<file path="src/design/lcp_pkg.sv">
// Package for the LED color command parser: character codes, status codes,
// the rainbow command tail and the result payload type. No dependencies.
package lcp_pkg;

  localparam int unsigned PosW   = 4;
  localparam int unsigned RgbW   = 24;
  localparam int unsigned DigitW = 4;
  localparam int unsigned TailN  = 9;

  localparam logic [7:0] ChHash  = 8'h23;  // '#'
  localparam logic [7:0] ChF     = 8'h46;  // 'F'
  localparam logic [7:0] ChU     = 8'h55;  // 'U'
  localparam logic [7:0] ChD     = 8'h44;  // 'D'
  localparam logic [7:0] Ch0     = 8'h30;  // '0'
  localparam logic [7:0] Ch6     = 8'h36;  // '6'
  localparam logic [7:0] Ch8     = 8'h38;  // '8'
  localparam logic [7:0] Ch9     = 8'h39;  // '9'
  localparam logic [7:0] ChLa    = 8'h61;  // 'a'
  localparam logic [7:0] ChLf    = 8'h66;  // 'f'
  localparam logic [7:0] ChUa    = 8'h41;  // 'A'

  // Positions along the command.
  localparam logic [PosW-1:0] PosWait      = 4'd0;
  localparam logic [PosW-1:0] PosHex1      = 4'd1;
  localparam logic [PosW-1:0] PosHex2      = 4'd2;
  localparam logic [PosW-1:0] PosTail1     = 4'd3;
  localparam logic [PosW-1:0] PosHex6      = 4'd6;
  localparam logic [PosW-1:0] PosD         = 4'd7;
  localparam logic [PosW-1:0] PosDigit     = 4'd8;
  localparam logic [PosW-1:0] PosTailLast  = 4'd11;

  // Letters after "#FU" in the rainbow command.
  localparam logic [7:0] RainbowTail [TailN] = '{
    8'h4C, 8'h4C, 8'h52, 8'h41, 8'h49, 8'h4E, 8'h42, 8'h4F, 8'h57
  };

  typedef enum logic [1:0] {
    ST_COLOR   = 2'd0,
    ST_RAINBOW = 2'd1,
    ST_ERROR   = 2'd2
  } lcp_status_e;

  typedef struct packed {
    lcp_status_e         status;
    logic [RgbW-1:0]     color_rgb;
    logic [DigitW-1:0]   led_digit;
  } lcp_result_t;

endpackage

</file>
<file path="src/design/lcp_out_stage.sv">
// Result register: holds one result until the sink takes it.
// Depends on lcp_pkg for the result type.
module lcp_out_stage import lcp_pkg::*; (
  input  logic        clk_i,
  input  logic        rst_ni,
  input  logic        load_i,
  input  lcp_result_t result_i,
  input  logic        ready_i,
  output logic        valid_o,
  output lcp_result_t result_o
);

  logic        valid_q, valid_d;
  lcp_result_t result_q;

  always_comb begin
    valid_d = valid_q;
    if (load_i) begin
      valid_d = 1'b1;
    end else if (ready_i) begin
      valid_d = 1'b0;
    end
  end

  always_ff @(posedge clk_i or negedge rst_ni) begin
    if (!rst_ni) begin
      valid_q <= 1'b0;
    end else begin
      valid_q <= valid_d;
    end
  end

  always_ff @(posedge clk_i) begin
    if (load_i) begin
      result_q <= result_i;
    end
  end

  assign valid_o  = valid_q;
  assign result_o = result_q;

endmodule

</file>
<file path="config.mk">
export PLATFORM = sky130hd
export DESIGN_NAME = lcp_out_stage
export DESIGN_NICKNAME = d
export VERILOG_FILES = /design/src/design/lcp_pkg.sv /design/src/design/lcp_out_stage.sv
export SDC_FILE = /design/constraint.sdc
export NUM_CORES = 1
export LEC_CHECK = 0
export BUFFER_PORTS_ARGS = -buffer_cell sky130_fd_sc_hd__buf_2
export CAP_MARGIN = 20
export CORE_ASPECT_RATIO = 2
export CORE_MARGIN = 10
export CORE_UTILIZATION = 30
export CTS_CLUSTER_DIAMETER = 120
export DETAILED_ROUTE_END_ITERATION = 8
export GPL_TIMING_DRIVEN = 1
export MAX_ROUTING_LAYER = met4
export PLACE_DENSITY = 0.71
export SYNTH_ARGS = -nofsm -noshare
export SYNTH_HDL_FRONTEND = slang
export SYNTH_SLANG_ARGS = --single-unit
</file>
<file path="constraint.sdc">
create_clock -name clk_i -period 0.8 [get_ports clk_i]
set_clock_uncertainty 0.1 [all_clocks]
set_input_delay 0.12 -clock clk_i [delete_from_list [all_inputs] [get_ports clk_i]]
set_output_delay 0.12 -clock clk_i [all_outputs]
set_load 0.01 [all_outputs]
</file>
### Word-level counts from Yosys, hierarchy flattened

Index checks and enable logic that the tools add are counted.
Widths: inputs -> output; s select.

| word-level totals | value |
|---|---|
| input port bits | 34 |
| logic and storage cells | 7 |
| bits in registers | 31 |
| memories kept | 0 |
| bits in latches | 0 |
| bits in read-only memories | 0 |
| bits in writable memories | 0 |
| output and inout port bits | 31 |

| cells by class | value |
|---|---|
| add/sub/neg operators | 0 |
| bitwise operators | 0 |
| reduce and logical (&&, ||, !) cells | 1 |
| divide/modulo/power cells | 0 |
| equality and inequality tests | 0 |
| magnitude comparators | 0 |
| multiplexer cells | 2 |
| shift-type cells | 0 |
| multipliers | 0 |

Operator list:

| cell | count |
|---|---|
| $mux 1 | 2 |
| $reduce_bool 2->1 | 1 |

### Logic depth before layout (Yosys ltp)

Gate-level depths: netlist (run 1).

| depth | value |
|---|---|
| depth in word-level cells | 2 |
| depth in mapped cells | 2 |
| gate-level depth less buffers | 2 |

### Worst setup path after synthesis (run 1)

Ideal clock, no wire load.

| path | value |
|---|---|
| kind | register to register |
| from | reg valid_o (netlist name) |
| to | reg valid_q (netlist: valid_o) |
| required time | 582 ps |
| arrival | 565 ps |
| cell stages (with the launch flop) | 2 |
| setup time | 118 ps |
| path slack | 17 ps |
| buffers on the path | 0 |
| clock period less this slack | 783 ps |
| cell sequence | dfrtp_1 -> a21o_1 |

RTL lines:

| what | line | text |
|---|---|---|
| end signal, assigned | lcp_out_stage.sv:29 | `valid_q <= valid_d;` |
| end, declared | lcp_out_stage.sv:13 | `logic valid_q, valid_d;` |

### Worst setup path after layout (run 1)

| path | value |
|---|---|
| from | reg valid_q (netlist: valid_o) |
| to | out valid_o |

RTL lines:

| what | line | text |
|---|---|---|
| end, declared | lcp_out_stage.sv:9 | `output logic valid_o,` |

No word-level cell between the ends.

==> run summary, run 1 <==
clock sink count -> 31
RSZ-0062 raised after global routing -> yes
P_leak -> 0.651 nW
CP peak stage delay -> 0.40 ns
worst skew pair latency -> 0.27 ns
fin crit share -> 127%
ant diodes -> 0
hold_buf cts -> 1
die height -> 99.0 um
core area -> 0.00298 mm2
Worst Path Arrival -> 0.79 ns
Required @ worst endpoint -> 0.58 ns
first-pass GRT wire length -> 3390 um
post-CTS setup buffer count -> 0
status -> finished, violations left
Tightest Pin Transition -> 0.133 ns
placed cell area -> 0.00132 mm2
CTS tree -> yes
Yosys top cell by area -> edfxtp_1
Critical Path End Type -> primary output
Final Slew Violations -> 0
WS Path Type -> flip-flop to primary output
Initial DRC Count -> 16
Remaining DRCs -> 0
worst vdd rail ir drop -> 1350 uV
GRT Total Usage -> 8.21%
remaining antenna violation count -> 0
die area -> 0.00589 mm2
min cycle time layout -> 1.01 ns
YS warnings -> 0
failing checks -> negative hold slack, negative setup slack
final worst slack -> -0.213 ns
Fin Setup TNS -> -5.92 ns
initial antenna violation count -> 0
Vias -> 578
CP cell instances -> buf_6
cell family with most CP delay -> flip-flops
io pins -> 65
Startpoint Class -> flip-flop
Design Power -> 3.80 mW
WHS -> -0.0787 ns
TritonCTS Buffers -> 5
Worst-path clk slew -> 0.06 ns
number of detailed-route iterations in the first pass -> 4
Hold WC Path Type -> primary input to flip-flop
final hold vios -> 30
Synth top area share -> 96.1%
Syn-to-layout area delta -> 56.1%
design area -> 0.00146 mm2
via-per-instance ratio -> 4.19
Power Density -> 2600 mW/mm2
Die X -> 59.5 um
Root Driver -> clkbuf_8
Mapped Area -> 937 um2
number of port buffers -> 64
share of layout cells above drive strength 1 -> 68.5%
Slew HR -> 91.2%
cell count after synthesis -> 33
Max-Cap Viols -> 0
post-synthesis sequential area ratio -> 98.8%
flops & latches, synth -> 31
crit-path max FO -> 2
FMAX -> 987 MHz
GPL Wtd Cong -> 0.656
worst path bufs/invs -> 1
gr ovfl total -> 0
wirelength, routed -> 2380 um
synth unique cells -> 4
CTS Buffer Depth -> 2
slowest CP cell -> dfrtp_1
Syn Nets -> 67
final setup fails -> 31
FP Rows -> 28
Syn Area/Cell -> 28.4 um2
number of global-route vias before repair -> 673
largest net degree at the start of global routing -> 26
Wirelength per Cell -> 17.2 um
Synth area leaders -> edfxtp_1 (96%), dfrtp_1 (2.7%), a21o_1 (0.80%)
H-Tree Depth -> 2
starting density of the core -> 31.5%
Nets -> 141
cells by family (layout without fill, tap and decap cells):
family | after synthesis | in the layout | synth area share [%]
buffers and inverters | 1 | 76 | 0.400
DFF | 31 | 31 | 98.8
AOI/OAI and AO/OA | 1 | 1 | 0.801
worst paths after layout:
| check | start | endpoint | slack, ns | depth (start not counted) |
|---|---|---|---|---|
| min in group asynchronous | rst_ni | valid_o$_DFFE_PN0P_ | 0.05 | 2 |
| max in group asynchronous | rst_ni | valid_o$_DFFE_PN0P_ | 0.47 | 2 |
| min | result_i[10] | result_o[10]$_DFFE_PP_ | -0.08 | 1 |
| max | valid_o$_DFFE_PN0P_ | valid_o | -0.21 | 1 |
| max reg2reg | valid_o$_DFFE_PN0P_ | valid_o$_DFFE_PN0P_ | 0.02 | 1 |
| min reg2reg | valid_o$_DFFE_PN0P_ | valid_o$_DFFE_PN0P_ | 0.42 | 1 |
sequential cells by signal, indices dropped and copies added (netlist names):
register,flops
valid_o,1
result_o,30
synth_stat cells, drive strengths merged:
| cell | instances |
|---|---|
| edfxtp | 30 |
| a21o | 1 |
| dfrtp | 1 |
| inv | 1 |
metrics by stage:
| step | hold slack [ns] | util [%] | setup slack (ns) | cells |
|---|---|---|---|---|
| 2_1_floorplan | -0.276 | - | 0.0173 | 33 |
| 3_3_place_gp | -0.204 | 44.4 | -0.0137 | 129 |
| 3_5_place_dp | -0.204 | 44.4 | -0.0279 | 129 |
| 4_1_cts | -0.0915 | 48.7 | -0.233 | 138 |
| 5_1_grt | -0.0965 | 49.1 | -0.263 | 138 |
| 6_report | -0.0787 | 49.1 | -0.213 | 138 |
layout by cell type, fill, tap and decap left out, drive strengths merged:
master | synthesis | routed
bufinv | 0 | 1
edfxtp | 30 | 30
clkinv | 0 | 1
dfrtp | 1 | 1
inv | 1 | 1
dlygate4sd3 | 0 | 1
a21o | 1 | 1
buf | 0 | 66
clkbuf | 0 | 6
where the power goes:
group | switching, mW | internal (mW)
Combinational | 0.169 | 0.162
Clock | 0.517 | 1.01
Sequential | 0.0292 | 1.92
routing by layer:
metal / GRT usage, % / up-vias / routed length, um
met5: - / - / 0
met4: 5.38 / 0 / 46
met3: 3.47 / 4 / 182
met2: 14.2 / 29 / 1370
met1: 6.59 / 269 / 778
li1: - / 276 / -
repair_timing:
| item | in CTS | in global routing |
|---|---|---|
| resized for setup | 0 | 2 |
| hold endpoints to repair | 31 | 30 |
| pin swaps | 0 | 0 |
| endpoints found under the setup margin | 31 | 31 |
area by class of cell:
class,instances,area [um2]
multi-input combinational,1,7.51
timing repair buffer,67,370
clock buffer,6,82.6
inverter,1,3.75
sequential,31,926
tap,30,37.5
clock inverter,2,35.0
fill,252,1520
(Power assumes the default switching activity.)
==> inputs of run 2 (changes only) <==
--- a/config.mk
+++ b/config.mk
@@ -10,6 +10,7 @@
 export CORE_ASPECT_RATIO = 2
 export CORE_MARGIN = 10
 export CORE_UTILIZATION = 30
+export CTS_BUF_LIST = sky130_fd_sc_hd__clkbuf_4
 export CTS_CLUSTER_DIAMETER = 120
 export DETAILED_ROUTE_END_ITERATION = 8
 export GPL_TIMING_DRIVEN = 1
==> run 2 against run 1 <==
- the flow still finishes with violations (negative hold slack, negative setup slack)
- global-route usage rose by 0.98 points
- sequential share of layout area fell by 9.8 points
- critical path depth did not move
- cell count rose by 22%
- clock-buffer cell count fell by 1
- highest routed layer unchanged
==> run summary, run 2 (synthesis gave the netlist of run 1 again) <==
r2r startpoint -> valid_o$_DFFE_PN0P_
Fill cells -> 218
via-per-instance ratio -> 4.18
gr ovfl total -> 0
Net Sw Power -> 0.706 mW
FMAX -> 930 MHz
number of detailed-route iterations in the first pass -> 4
Power Density -> 2040 mW/mm2
H-Tree Depth -> 2
largest net degree at the start of global routing -> 26
final hold vios -> 1
number of global-route vias before repair -> 800
CP peak stage delay -> 0.41 ns
Vias -> 706
first-pass GRT wire length -> 3930 um
Slew HR -> 91.1%
io pins -> 65
worst reg2reg path depth -> 1
Tightest Pin Transition -> 0.133 ns
Required @ worst endpoint -> 0.58 ns
Hold WC Path Type -> primary input to asynchronous set/reset pin
Syn-to-layout area delta -> 84.8%
slowest CP cell -> dfrtp_1
final worst slack -> -0.275 ns
commonest non-fill, non-tap cell in the layout -> buf_2
share of layout cells above drive strength 1 -> 52.5%
Design Power -> 3.53 mW
GRT Total Usage -> 9.19%
CTS tree -> yes
max reg flops -> 30
fin crit share -> 134%
Initial DRC Count -> 7
WHS -> -0.00566 ns
Critical Path End Type -> primary output
placed cells -> 129
Wirelength per Cell -> 15.6 um
core area -> 0.00298 mm2
worst skew pair latency -> 0.32 ns
Post-Layout Cell Count -> 169
Int Pwr -> 2.82 mW
starting density of the core -> 31.5%
Final Slew Violations -> 0
cell family with most CP delay -> flip-flops
die height -> 99.0 um
clock sink count -> 31
Switching Share -> 20.0%
Startpoint Class -> flip-flop
CTS Buffer Depth -> 2
GPL Wtd Cong -> 0.656
Critical Path Stages -> 1
RR Endpoint -> valid_o$_DFFE_PN0P_
RSZ-0062 raised after global routing -> yes
Die X -> 59.5 um
worst vdd rail ir drop -> 1020 uV
ant diodes -> 0
post-CTS setup buffer count -> 0
WS Path Type -> flip-flop to primary output
worst path bufs/invs -> 1
Nets -> 172
FP Rows -> 28
Worst-path clk slew -> 0.09 ns
P_leak -> 0.762 nW
CP cell instances -> buf_6
Clock Power Share -> 32.0%
most frequent cells in the layout -> buf_2 (62), dlygate4sd3_1 (32), edfxtp_1 (30)
die area -> 0.00589 mm2
Root Driver -> clkbuf_4
Comb power frac -> 12.8%
crit path launch -> valid_o$_DFFE_PN0P_
crit-path max FO -> 2
TritonCTS Buffers -> 5
hold_buf cts -> 32
min cycle time layout -> 1.08 ns
sequential share of power -> 55.2%
Remaining DRCs -> 0
wirelength, routed -> 2630 um
initial antenna violation count -> 0
Max-Cap Viols -> 0
number of port buffers -> 64
Worst Path Arrival -> 0.86 ns
failing checks -> negative hold slack, negative setup slack
status -> finished, violations left
remaining antenna violation count -> 0
final setup fails -> 35
CP endpoint -> valid_o
Reg2Reg Setup Slack -> 0.01 ns
run 2: what timing repair did:
action | CTS | global route
endpoints found under the hold margin | 32 | 1
gates resized for setup | 0 | 2
pin swaps | 0 | 0
setup endpoints to repair | 31 | 31
run 2: per-layer routing:
metal	GRT usage, %	up-vias	routed length (um)
li1	-	342	-
met1	7.91	322	839
met3	3.86	8	197
met2	15.6	34	1510
met4	5.38	0	83
met5	-	-	0
run 2: metrics by stage:
| step | utilization [%] | hold WS, ns | setup WS [ns] | area [um2] | setup TNS [ns] |
|---|---|---|---|---|---|
| 2_1_floorplan | - | -0.276 | 0.0173 | 937 | 0 |
| 3_3_place_gp | 44.4 | -0.204 | -0.0137 | 1320 | -0.301 |
| 3_5_place_dp | 44.4 | -0.204 | -0.0279 | 1320 | -0.644 |
| 4_1_cts | 57.7 | -0.0199 | -0.300 | 1720 | -8.50 |
| 5_1_grt | 58.2 | -0.00870 | -0.335 | 1730 | -9.41 |
| 6_report | 58.2 | -0.00566 | -0.275 | 1730 | -7.81 |
run 2: cell type report:
class                      instances  area, um2  area share [%]
sequential                        31        926            53.5
inverter                           1       3.75           0.217
tap                               30       37.5            2.17
clock inverter                     3       38.8            2.24
timing repair buffer              98        681            39.3
clock buffer                       5       37.5            2.17
multi-input combinational          1       7.51           0.434
run 2: how the worst min path moves through the flow:
stage | endpoint | slack (ns) | cells past startpoint
finish | valid_o$_DFFE_PN0P_ | -0.006 | 2
global route | valid_o$_DFFE_PN0P_ | -0.009 | 2
CTS | valid_o$_DFFE_PN0P_ | -0.02 | 2
detailed placement | valid_o$_DFFE_PN0P_ | -0.20 | 1
global placement | valid_o$_DFFE_PN0P_ | -0.20 | 1
floorplan | valid_o$_DFFE_PN0P_ | -0.28 | 0
run 2: power groups by stage:
stage               sequential (mW)  combinational (mW)  clock, mW
floorplan                      2.06             0.00353          0
global placement               1.98               0.322          0
detailed placement             1.99               0.329          0
CTS                            1.95               0.454       1.18
global route                   1.96               0.489       1.22
finish                         1.95               0.452       1.13
