<file path="config.mk">
export PLATFORM = sky130hd
export DESIGN_NAME = lcp_in_stage
export DESIGN_NICKNAME = d
export VERILOG_FILES = /design/src/design/lcp_pkg.sv /design/src/design/lcp_in_stage.sv
export SDC_FILE = /design/constraint.sdc
export NUM_CORES = 1
export LEC_CHECK = 0
export BUFFER_PORTS_ARGS = -buffer_cell sky130_fd_sc_hd__buf_4
export CAP_MARGIN = 20
export CORE_AREA = 5 5 42 44
export CTS_CLUSTER_SIZE = 10
export DETAILED_ROUTE_END_ITERATION = 8
export DIE_AREA = 0 0 47 49
export GPL_TIMING_DRIVEN = 1
export MAX_ROUTING_LAYER = met4
export PLACE_DENSITY = 0.49
export SLEW_MARGIN = 20
export SYNTH_ARGS = -nofsm -noshare
export SYNTH_HDL_FRONTEND = slang
export SYNTH_SLANG_ARGS = --single-unit
</file>
<file path="constraint.sdc">
create_clock -name clk_i -period 1 [get_ports clk_i]
set_input_delay 0.15 -clock clk_i [delete_from_list [all_inputs] [get_ports clk_i]]
set_output_delay 0.15 -clock clk_i [all_outputs]
set_load 0.1 [all_outputs]
</file>
<file path="src/design/lcp_pkg.sv">
// Package for the LED color command parser: character codes, status codes,
// the rainbow command tail and the result payload type. No dependencies.
package lcp_pkg;

  localparam int unsigned PosW   = 4;
  localparam int unsigned RgbW   = 24;
  localparam int unsigned DigitW = 4;
  localparam int unsigned TailN  = 9;

  localparam logic [7:0] ChHash  = 8'h23;  // '#'
  localparam logic [7:0] ChF     = 8'h46;  // 'F'
  localparam logic [7:0] ChU     = 8'h55;  // 'U'
  localparam logic [7:0] ChD     = 8'h44;  // 'D'
  localparam logic [7:0] Ch0     = 8'h30;  // '0'
  localparam logic [7:0] Ch6     = 8'h36;  // '6'
  localparam logic [7:0] Ch8     = 8'h38;  // '8'
  localparam logic [7:0] Ch9     = 8'h39;  // '9'
  localparam logic [7:0] ChLa    = 8'h61;  // 'a'
  localparam logic [7:0] ChLf    = 8'h66;  // 'f'
  localparam logic [7:0] ChUa    = 8'h41;  // 'A'

  // Positions along the command.
  localparam logic [PosW-1:0] PosWait      = 4'd0;
  localparam logic [PosW-1:0] PosHex1      = 4'd1;
  localparam logic [PosW-1:0] PosHex2      = 4'd2;
  localparam logic [PosW-1:0] PosTail1     = 4'd3;
  localparam logic [PosW-1:0] PosHex6      = 4'd6;
  localparam logic [PosW-1:0] PosD         = 4'd7;
  localparam logic [PosW-1:0] PosDigit     = 4'd8;
  localparam logic [PosW-1:0] PosTailLast  = 4'd11;

  // Letters after "#FU" in the rainbow command.
  localparam logic [7:0] RainbowTail [TailN] = '{
    8'h4C, 8'h4C, 8'h52, 8'h41, 8'h49, 8'h4E, 8'h42, 8'h4F, 8'h57
  };

  typedef enum logic [1:0] {
    ST_COLOR   = 2'd0,
    ST_RAINBOW = 2'd1,
    ST_ERROR   = 2'd2
  } lcp_status_e;

  typedef struct packed {
    lcp_status_e         status;
    logic [RgbW-1:0]     color_rgb;
    logic [DigitW-1:0]   led_digit;
  } lcp_result_t;

endpackage

</file>
<file path="src/design/lcp_in_stage.sv">
// Input register for received bytes; refills when empty or whenever the held word moves on.
// Depends on lcp_pkg (no symbols used beyond the style import).
module lcp_in_stage import lcp_pkg::*; (
  input  logic       clk_i,
  input  logic       rst_ni,
  input  logic       valid_i,
  input  logic [7:0] rx_byte_i,
  output logic       ready_o,
  input  logic       advance_i,
  output logic       valid_o,
  output logic [7:0] rx_byte_o
);

  logic       valid_q, valid_d;
  logic [7:0] byte_q;

  assign ready_o = !valid_q || advance_i;
  assign valid_d = ready_o ? valid_i : valid_q;

  always_ff @(posedge clk_i or negedge rst_ni) begin
    if (!rst_ni) begin
      valid_q <= 1'b0;
    end else begin
      valid_q <= valid_d;
    end
  end

  always_ff @(posedge clk_i) begin
    if (valid_i && ready_o) begin
      byte_q <= rx_byte_i;
    end
  end

  assign valid_o   = valid_q;
  assign rx_byte_o = byte_q;

endmodule

</file>
# After elaboration in Yosys (flattened, before gate mapping)
# Index checks and enable logic that the tools add are counted.
dict set report totals {
  in_bits 12
  mem_count 0
  mem_bits_rw 0
  latchBits 0
  register_bits 9
  mem_bits_ro 0
  wordCells 5
}
dict set report classes {
  addsub 0
  reduce_logical 3
  n_shift 0
  mux 0
  n_div 0
  n_lt_le_gt_ge 0
  mul 0
  eq_ne 0
  bitwise_logic 0
}
# operator count
set op_table {}
lappend op_table {{$logic_and 1x1->1} 1}
lappend op_table {{$logic_not 1->1} 1}
lappend op_table {{$logic_or 1x1->1} 1}

# Longest topological paths before layout
# Gate-level depths: netlist (run 1).
dict set report depth {
  ltp_word 3
  depth_mapped 2
}

# Worst setup path before layout (run 1)
# Ideal clock, no wire load.
dict set report synth_timing {
  kind {register to register}
  start {register valid_q, in the netlist valid_o}
  end {register byte_q[0], in the netlist rx_byte_o[0], enable pin}
  slack_ns -0.868
  path_buffers 0
  setup_time_ns 0.249
  arrival_time_ns 1.619
  stages_incl_launch_ff 3
  cell_sequence {dfrtp_1 nand2b_4 and2_4}
}
dict set report synth_via {
  elab_chain_cells 3
}
# item line
set synth_rtl {}
lappend synth_rtl {{start, declared} lcp_in_stage.sv:14} ;# logic valid_q, valid_d;
lappend synth_rtl {{start signal, assigned} lcp_in_stage.sv:24} ;# valid_q <= valid_d;
lappend synth_rtl {{$logic_not 1->1} lcp_in_stage.sv:17} ;# assign ready_o = !valid_q || advance_i;
lappend synth_rtl {{$logic_or 1x1->1} lcp_in_stage.sv:17}
lappend synth_rtl {{net ready_o} lcp_in_stage.sv:8} ;# output logic ready_o,
lappend synth_rtl {{$logic_and 1x1->1} lcp_in_stage.sv:29} ;# if (valid_i && ready_o) begin
lappend synth_rtl {{end signal, assigned} lcp_in_stage.sv:30} ;# byte_q <= rx_byte_i;
lappend synth_rtl {{end, declared} lcp_in_stage.sv:15} ;# logic [7:0] byte_q;
# The timed path passes the listed nets, and every way through them passes these cells.
# A chain may end at the register's enable or synchronous reset.

# Worst setup path after layout (run 1)
dict set report layout_timing {
  start {register valid_q, in the netlist valid_o}
  end {output ready_o}
}
dict set report layout_via {
  elab_chain_cells 2
}
# item line
set layout_rtl {}
lappend layout_rtl {{$logic_not 1->1} lcp_in_stage.sv:17}
lappend layout_rtl {{$logic_or 1x1->1} lcp_in_stage.sv:17}
lappend layout_rtl {{end, declared} lcp_in_stage.sv:8}
# Every way passes these cells.

==> metrics.md, run 1 <==
| Metric | Value |
|---|---|
| Startpoint types | `flop` |
| YS warnings | `0` |
| Gr usage total | `approximately 5.6%` |
| Die ar. | `approximately 2300 µm²` |
| Most frequent cells in the layout | `12 x buf_4, 8 x buf_6, 8 x edfxtp_1, 3 x clkbuf_4` |
| Min-Delay Path Depth | `1` |
| Top-level I/O count | `22` |
| Chip Width | `approximately 47 µm` |
| Critical path class | `flop to output port` |
| Row count | `14` |
| Routed len/inst | `between 10 and 15 µm` |
| Post-synthesis simple-gate area fraction | `under 10%` |
| Initial Utilization | `between 20% and 30%` |
| Total power | `around 1000 µW` |
| Largest family of logic cells by synthesized area | `simple AND/OR/NAND/NOR gates` |
| Clock skew | `0.00492 ns` |
| Fmax | `between 0.8 and 0.9 GHz` |
| GR Layer Usage met3 | `around 2.6%` |
| Core Area | `1400 µm²` |
| Crit path arrival time | `1.00 ns` |
| Drt total wl | `585 µm` |
| Register Area | `269 µm²` |
| Initial drt markers | `0` |
| # DRC | `0` |
| CTS Buffer Depth | `2` |
| Min Tclk post-route | `approximately 1.1 ns` |
| Static Leakage | `roughly 0.00024 µW` |
| Synth Area per Inst | `approximately 25 µm²` |
| #FFs+latches synth | `9` |
| Failing checks | `negative setup slack` |
| First-pass DRT Iterations | `1` |
| Max-slew violations | `0` |
| Net Count, Synth | `24` |
| R2R cell count | `2` |
| Gr ovfl total | `0` |
| Worst EP required | `roughly 0.85 ns` |
| Vias/cell | `roughly 3.7` |
| Routing usage on met2 | `~5.7%` |
| Worst slew pin tran | `around 0.28 ns` |
| Layout cells sized above 1 | `~71%` |
| Num CTS Buffers | `3` |
| Max-Cap Viols | `0` |
| Outcome | `finished, violations left` |
| Die height | `between 40 and 50 µm` |
| Global-route wire length before repair | `848 µm` |
| Number of antenna violations at the first check in global routing | `0` |
| Number of distinct library cells after synthesis | `5` |
| Nets | `51` |
| # clock sinks | `9` |
| Slew HR | `between 80 and 90%` |
| Post-route ant nets | `0` |
| Crit-path max FO | `3` |
| PortBufs | `21` |
| Clk_lat worst skew | `0.25 ns` |
| Register area share after synthesis | `between 90% and 100%` |
| Final setup fails | `10` |
| Number of fill cells | `around 150` |
| Met1 GRT Util | `under 10%` |
| Worst VDD drop | `around 0.00073 V` |
| Hold_ws | `~0.070 ns` |
| Post-Synth XOR/XNOR Area | `0%` |
| TritonCTS clock tree | `yes` |
| Critical Path End Type | `output port` |
| Commonest non-fill, non-tap cell in the layout | `buf_4` |
| RSZ-0062 raised after global routing | `yes` |
| Largest net degree at the start of global routing | `9` |
| Power Dens Cells | `approximately 1800 nW/µm²` |
| Vias in the first global route | `between 200 and 250` |
| Final Hold Viols | `0` |
| CTS H-tree lvls | `1` |
| Via count | `approximately 200` |
| Place WS | `-0.0490 ns` |
| GPL Wtd Cong | `roughly 0.64` |
| Antenna cell count | `0` |
| R2r setup slk | `-0.06 ns` |
| Synth Cell Area | `294 µm²` |
| Multi-input gate area | `28.8 µm²` |
| Post-CTS Setup Repair Bufs | `0` |
| Final period util | `115%` |
| Worst Hold Class | `input port to flop` |
| Compound-Gate Fraction of Synth Area | `0%` |
| Clock slew at reported path FFs | `around 0.060 ns` |
| Final Util | `between 30% and 40%` |
| Mux share of post-synthesis cell area | `0%` |
| Root Driver | `clkbuf_4` |
| Final setup margin | `-0.146 ns` |
| Synthesized-area fraction occupied by adder cells | `0%` |
| Mapped Cells | `12` |
| Grt peak-use layer | `met1` |
| Area growth from synthesis to final layout | `88.5%` |
## state kept, by name, indices dropped and copies added, names as in the netlist
| register | flops |
|---|---|
| rx_byte_o | 8 |
| valid_o | 1 |
## per-layer routing
layer	share of wire [%]	wire, µm	vias to the layer above
met5	0	0	-
met1	45	265	84
met3	17	99	2
met2	37	214	19
li1	-	-	96
met4	1.0	6	0
## metrics by stage
step	TNS, ns	area (µm²)	std cells
after floorplan	-4.47	298	12
after global placement	-0.300	475	49
after detailed placement	-0.392	475	49
after CTS	-0.908	554	54
after global routing	-1.17	554	54
final	-0.757	554	54
## cell families after synthesis
group,Yosys count
flip-flops,9
AND/OR/NAND/NOR,3
## area by class of cell
cell class / instances / area share (%)
timing repair buffer: 22 / 37.9
clock buffer: 4 / 4.74
sequential: 9 / 48.5
tap: 16 / 3.61
multi-input combinational: 3 / 5.19
## power breakdown
| group | switching (µW) | internal (µW) |
|---|---|---|
| sequential | 10.6 | 437 |
| clock | 113 | 153 |
| combinational | 193 | 83.7 |
## timing repair
action,CTS,global route
hold buffers,1,0
resized for setup,11,0
endpoints found under the hold margin,1,0
endpoints found under the setup margin,18,17
pin swaps,1,0
## path summary, 6_finish.rpt
| path | startpoint | to |
|---|---|---|
| hold / removal | rx_byte_i[3] | rx_byte_o[3] |
| max in group asynchronous | rst_ni | valid_o |
| hold reg to reg | valid_o | valid_o |
| setup reg to reg | valid_o | rx_byte_o[6] |
| setup / recovery | valid_o | ready_o |
| min in group asynchronous | rst_ni | valid_o |
## critical path, cell delays in order, from the launching register on
cell	delay, ns
dfrtp_4	0.48
nand2b_4	0.09
buf_12	0.17
## synth_stat cells, drive strengths merged
library cell / number / area share (%)
dfrtp: 1 / 8.5
and2: 1 / 3.0
nand2b: 2 / 6.8
edfxtp: 8 / 82
Note: power is estimated with default switching activity, not from simulation.
==> run 2, diff against run 1 <==
CELL_PAD_IN_SITES_DETAIL_PLACEMENT = 1   (was default)
CELL_PAD_IN_SITES_GLOBAL_PLACEMENT = 1   (was default)
CTS_CLUSTER_DIAMETER = 60   (was default)
PLACE_DENSITY = 0.6   (was 0.49)
==> run 2 against run 1 <==
  * Critical path depth unchanged
  * Clock skew down 0.0040 ns
  * Combinational power hardly changed
  * The flow still finishes with violations (negative setup slack)
  * Utilization increased by 0.27 points
  * Setup slack got worse by 0.0089 ns
  * Critical path type unchanged
  * Power up 0.44%
  * Maximum frequency decreased by 0.77%
  * Register-to-register slack about the same
  * Clock power about the same
  * Cell count unchanged
  * Die area unchanged
==> metrics.md, run 2 (synthesized netlist as in run 1, its figures left out) <==
| Metric | Value |
|---|---|
| Layout cells sized above 1 | `between 70% and 80%` |
| Startpoint types | `flop` |
| Critical path class | `flop to output port` |
| Post-route ant nets | `0` |
| Initial Utilization | `between 20% and 30%` |
| Clock slew at reported path FFs | `approximately 0.06 ns` |
| Root Driver | `clkbuf_4` |
| Final setup fails | `10` |
| Die height | `around 49 µm` |
| PortBufs | `21` |
| Final setup margin | `-0.155 ns` |
| TritonCTS clock tree | `yes` |
| CTS H-tree lvls | `1` |
| Worst VDD drop | `~0.00076 V` |
| Most frequent cells in the layout | `12 x buf_4, 8 x edfxtp_1, 7 x buf_6, 3 x clkbuf_4` |
| Gr ovfl total | `0` |
| Outcome | `finished, violations left` |
| GPL Wtd Cong | `a little under 0.7` |
| Routed len/inst | `~13 µm` |
| Min Tclk post-route | `around 1.2 ns` |
| Logic pwr share | `between 20 and 30%` |
| Via count | `a little over 200` |
| RSZ-0062 raised after global routing | `yes` |
| Initial drt markers | `0` |
| Row count | `14` |
| Failing checks | `negative setup slack` |
| Worst EP required | `roughly 0.85 ns` |
| Num CTS Buffers | `3` |
| Antenna cell count | `0` |
| # DRC | `0` |
| # clock sinks | `9` |
| Final period util | `115%` |
| Hold path start | `rx_byte_i[5]` |
| RR Startpoint | `valid_o` |
| Sw frac | `32.1%` |
| Number of antenna violations at the first check in global routing | `0` |
| Worst Hold Class | `input port to flop` |
| DP Area | `~480 µm²` |
| Nets | `51` |
| First-pass DRT Iterations | `1` |
| Crit path arrival time | `1.00 ns` |
| Global-route wire length before repair | `~1.2 mm` |
| Final Hold Viols | `0` |
| Static Leakage | `0.000239 µW` |
| Clock skew | `0.000878 ns` |
| Fmax | `roughly 0.87 GHz` |
| Post-CTS Setup Repair Bufs | `0` |
| Top-level I/O count | `22` |
| Gr usage total | `7.74%` |
| Slew HR | `between 80 and 90%` |
| Chip Width | `47 µm` |
| Clk_lat worst skew | `between 0.2 and 0.3 ns` |
| Largest net degree at the start of global routing | `9` |
| Power Internal | `between 600 and 700 µW` |
| Critical Path End Type | `output port` |
| CTS Buffer Depth | `2` |
| Commonest non-fill, non-tap cell in the layout | `buf_4` |
| Max-Cap Viols | `0` |
| Max-slew violations | `0` |
| Vias/cell | `between 3 and 4` |
| Flop pwr share | `between 40 and 50%` |
| Die ar. | `between 2000 and 2500 µm²` |
| Max reg flops | `8` |
| Clock network fraction of total power | `between 20 and 30%` |
| Crit-path max FO | `3` |
| Area growth from synthesis to final layout | `89.8%` |
| Core Area | `between 1000 and 1500 µm²` |
| Switching power | `approximately 320 µW` |
| Hold_ws | `slightly above 0.07 ns` |
| Vias in the first global route | `around 260` |
| Worst slew pin tran | `between 0.2 and 0.3 ns` |
| Final Cell Area | `558 µm²` |
| Crit. Startpoint | `valid_o` |
| Power Dens Cells | `between 1500 and 2000 nW/µm²` |
| Drt total wl | `between 600 and 700 µm` |
run 2: changes by cell type in the layout (fill, tap and decap cells not counted):
cell / before / now
buf_8: 0 / 1
buf_6: 8 / 7
run 2: layer usage:
layer	track usage [%]	part of all wire [%]	vias up
met5	-	0	-
li1	-	-	97
met4	5.53	0	0
met3	4.06	20	0
met1	8.20	33	86
met2	10.6	46	19
run 2: power groups by stage:
stage	Combinational [µW]	Clock, µW	Sequential (µW)
finish	280	267	448
floorplan	37.7	0	599
CTS	281	282	448
global route	289	318	450
global placement	255	0	451
detailed placement	258	0	453
run 2: final cells by class:
class	instances	area, µm²
sequential	9	269
multi-input combinational	3	28.8
clock buffer	4	26.3
tap	16	20.0
fill	156	843
timing repair buffer	22	214
run 2: what timing repair did:
item,CTS,global route
pin swaps,1,0
hold endpoints to repair,1,0
hold buffers,1,0
setup endpoints to repair,18,18
resized for setup,11,1
run 2: critical path, cell delays in order, from the launching register on:
cell and delay, ns:
dfrtp_4 0.49, nand2b_4 0.09, buf_12 0.17
run 2: per-stage QoR:
step / setup WS (ns) / power, µW / cells / utilization (%) / setup TNS [ns]
floorplan: -0.478 / 637 / 12 / - / -4.47
global placement: -0.0371 / 706 / 49 / 33.9 / -0.296
detailed placement: -0.0577 / 711 / 49 / 33.9 / -0.461
CTS: -0.173 / 1010 / 54 / 39.6 / -0.999
global route: -0.204 / 1060 / 54 / 39.8 / -1.47
finish: -0.155 / 995 / 54 / 39.8 / -0.869
run 2: worst paths after layout:
| path | end | slack (ns) | cells past startpoint |
|---|---|---|---|
| setup / recovery | ready_o | -0.15 | 2 |
| hold / removal | rx_byte_o[5] | 0.07 | 1 |
| setup reg to reg | rx_byte_o[4] | -0.07 | 2 |
| hold reg to reg | valid_o | 0.59 | 2 |
| max in group asynchronous | valid_o | 0.70 | 2 |
| min in group asynchronous | valid_o | 0.21 | 2 |
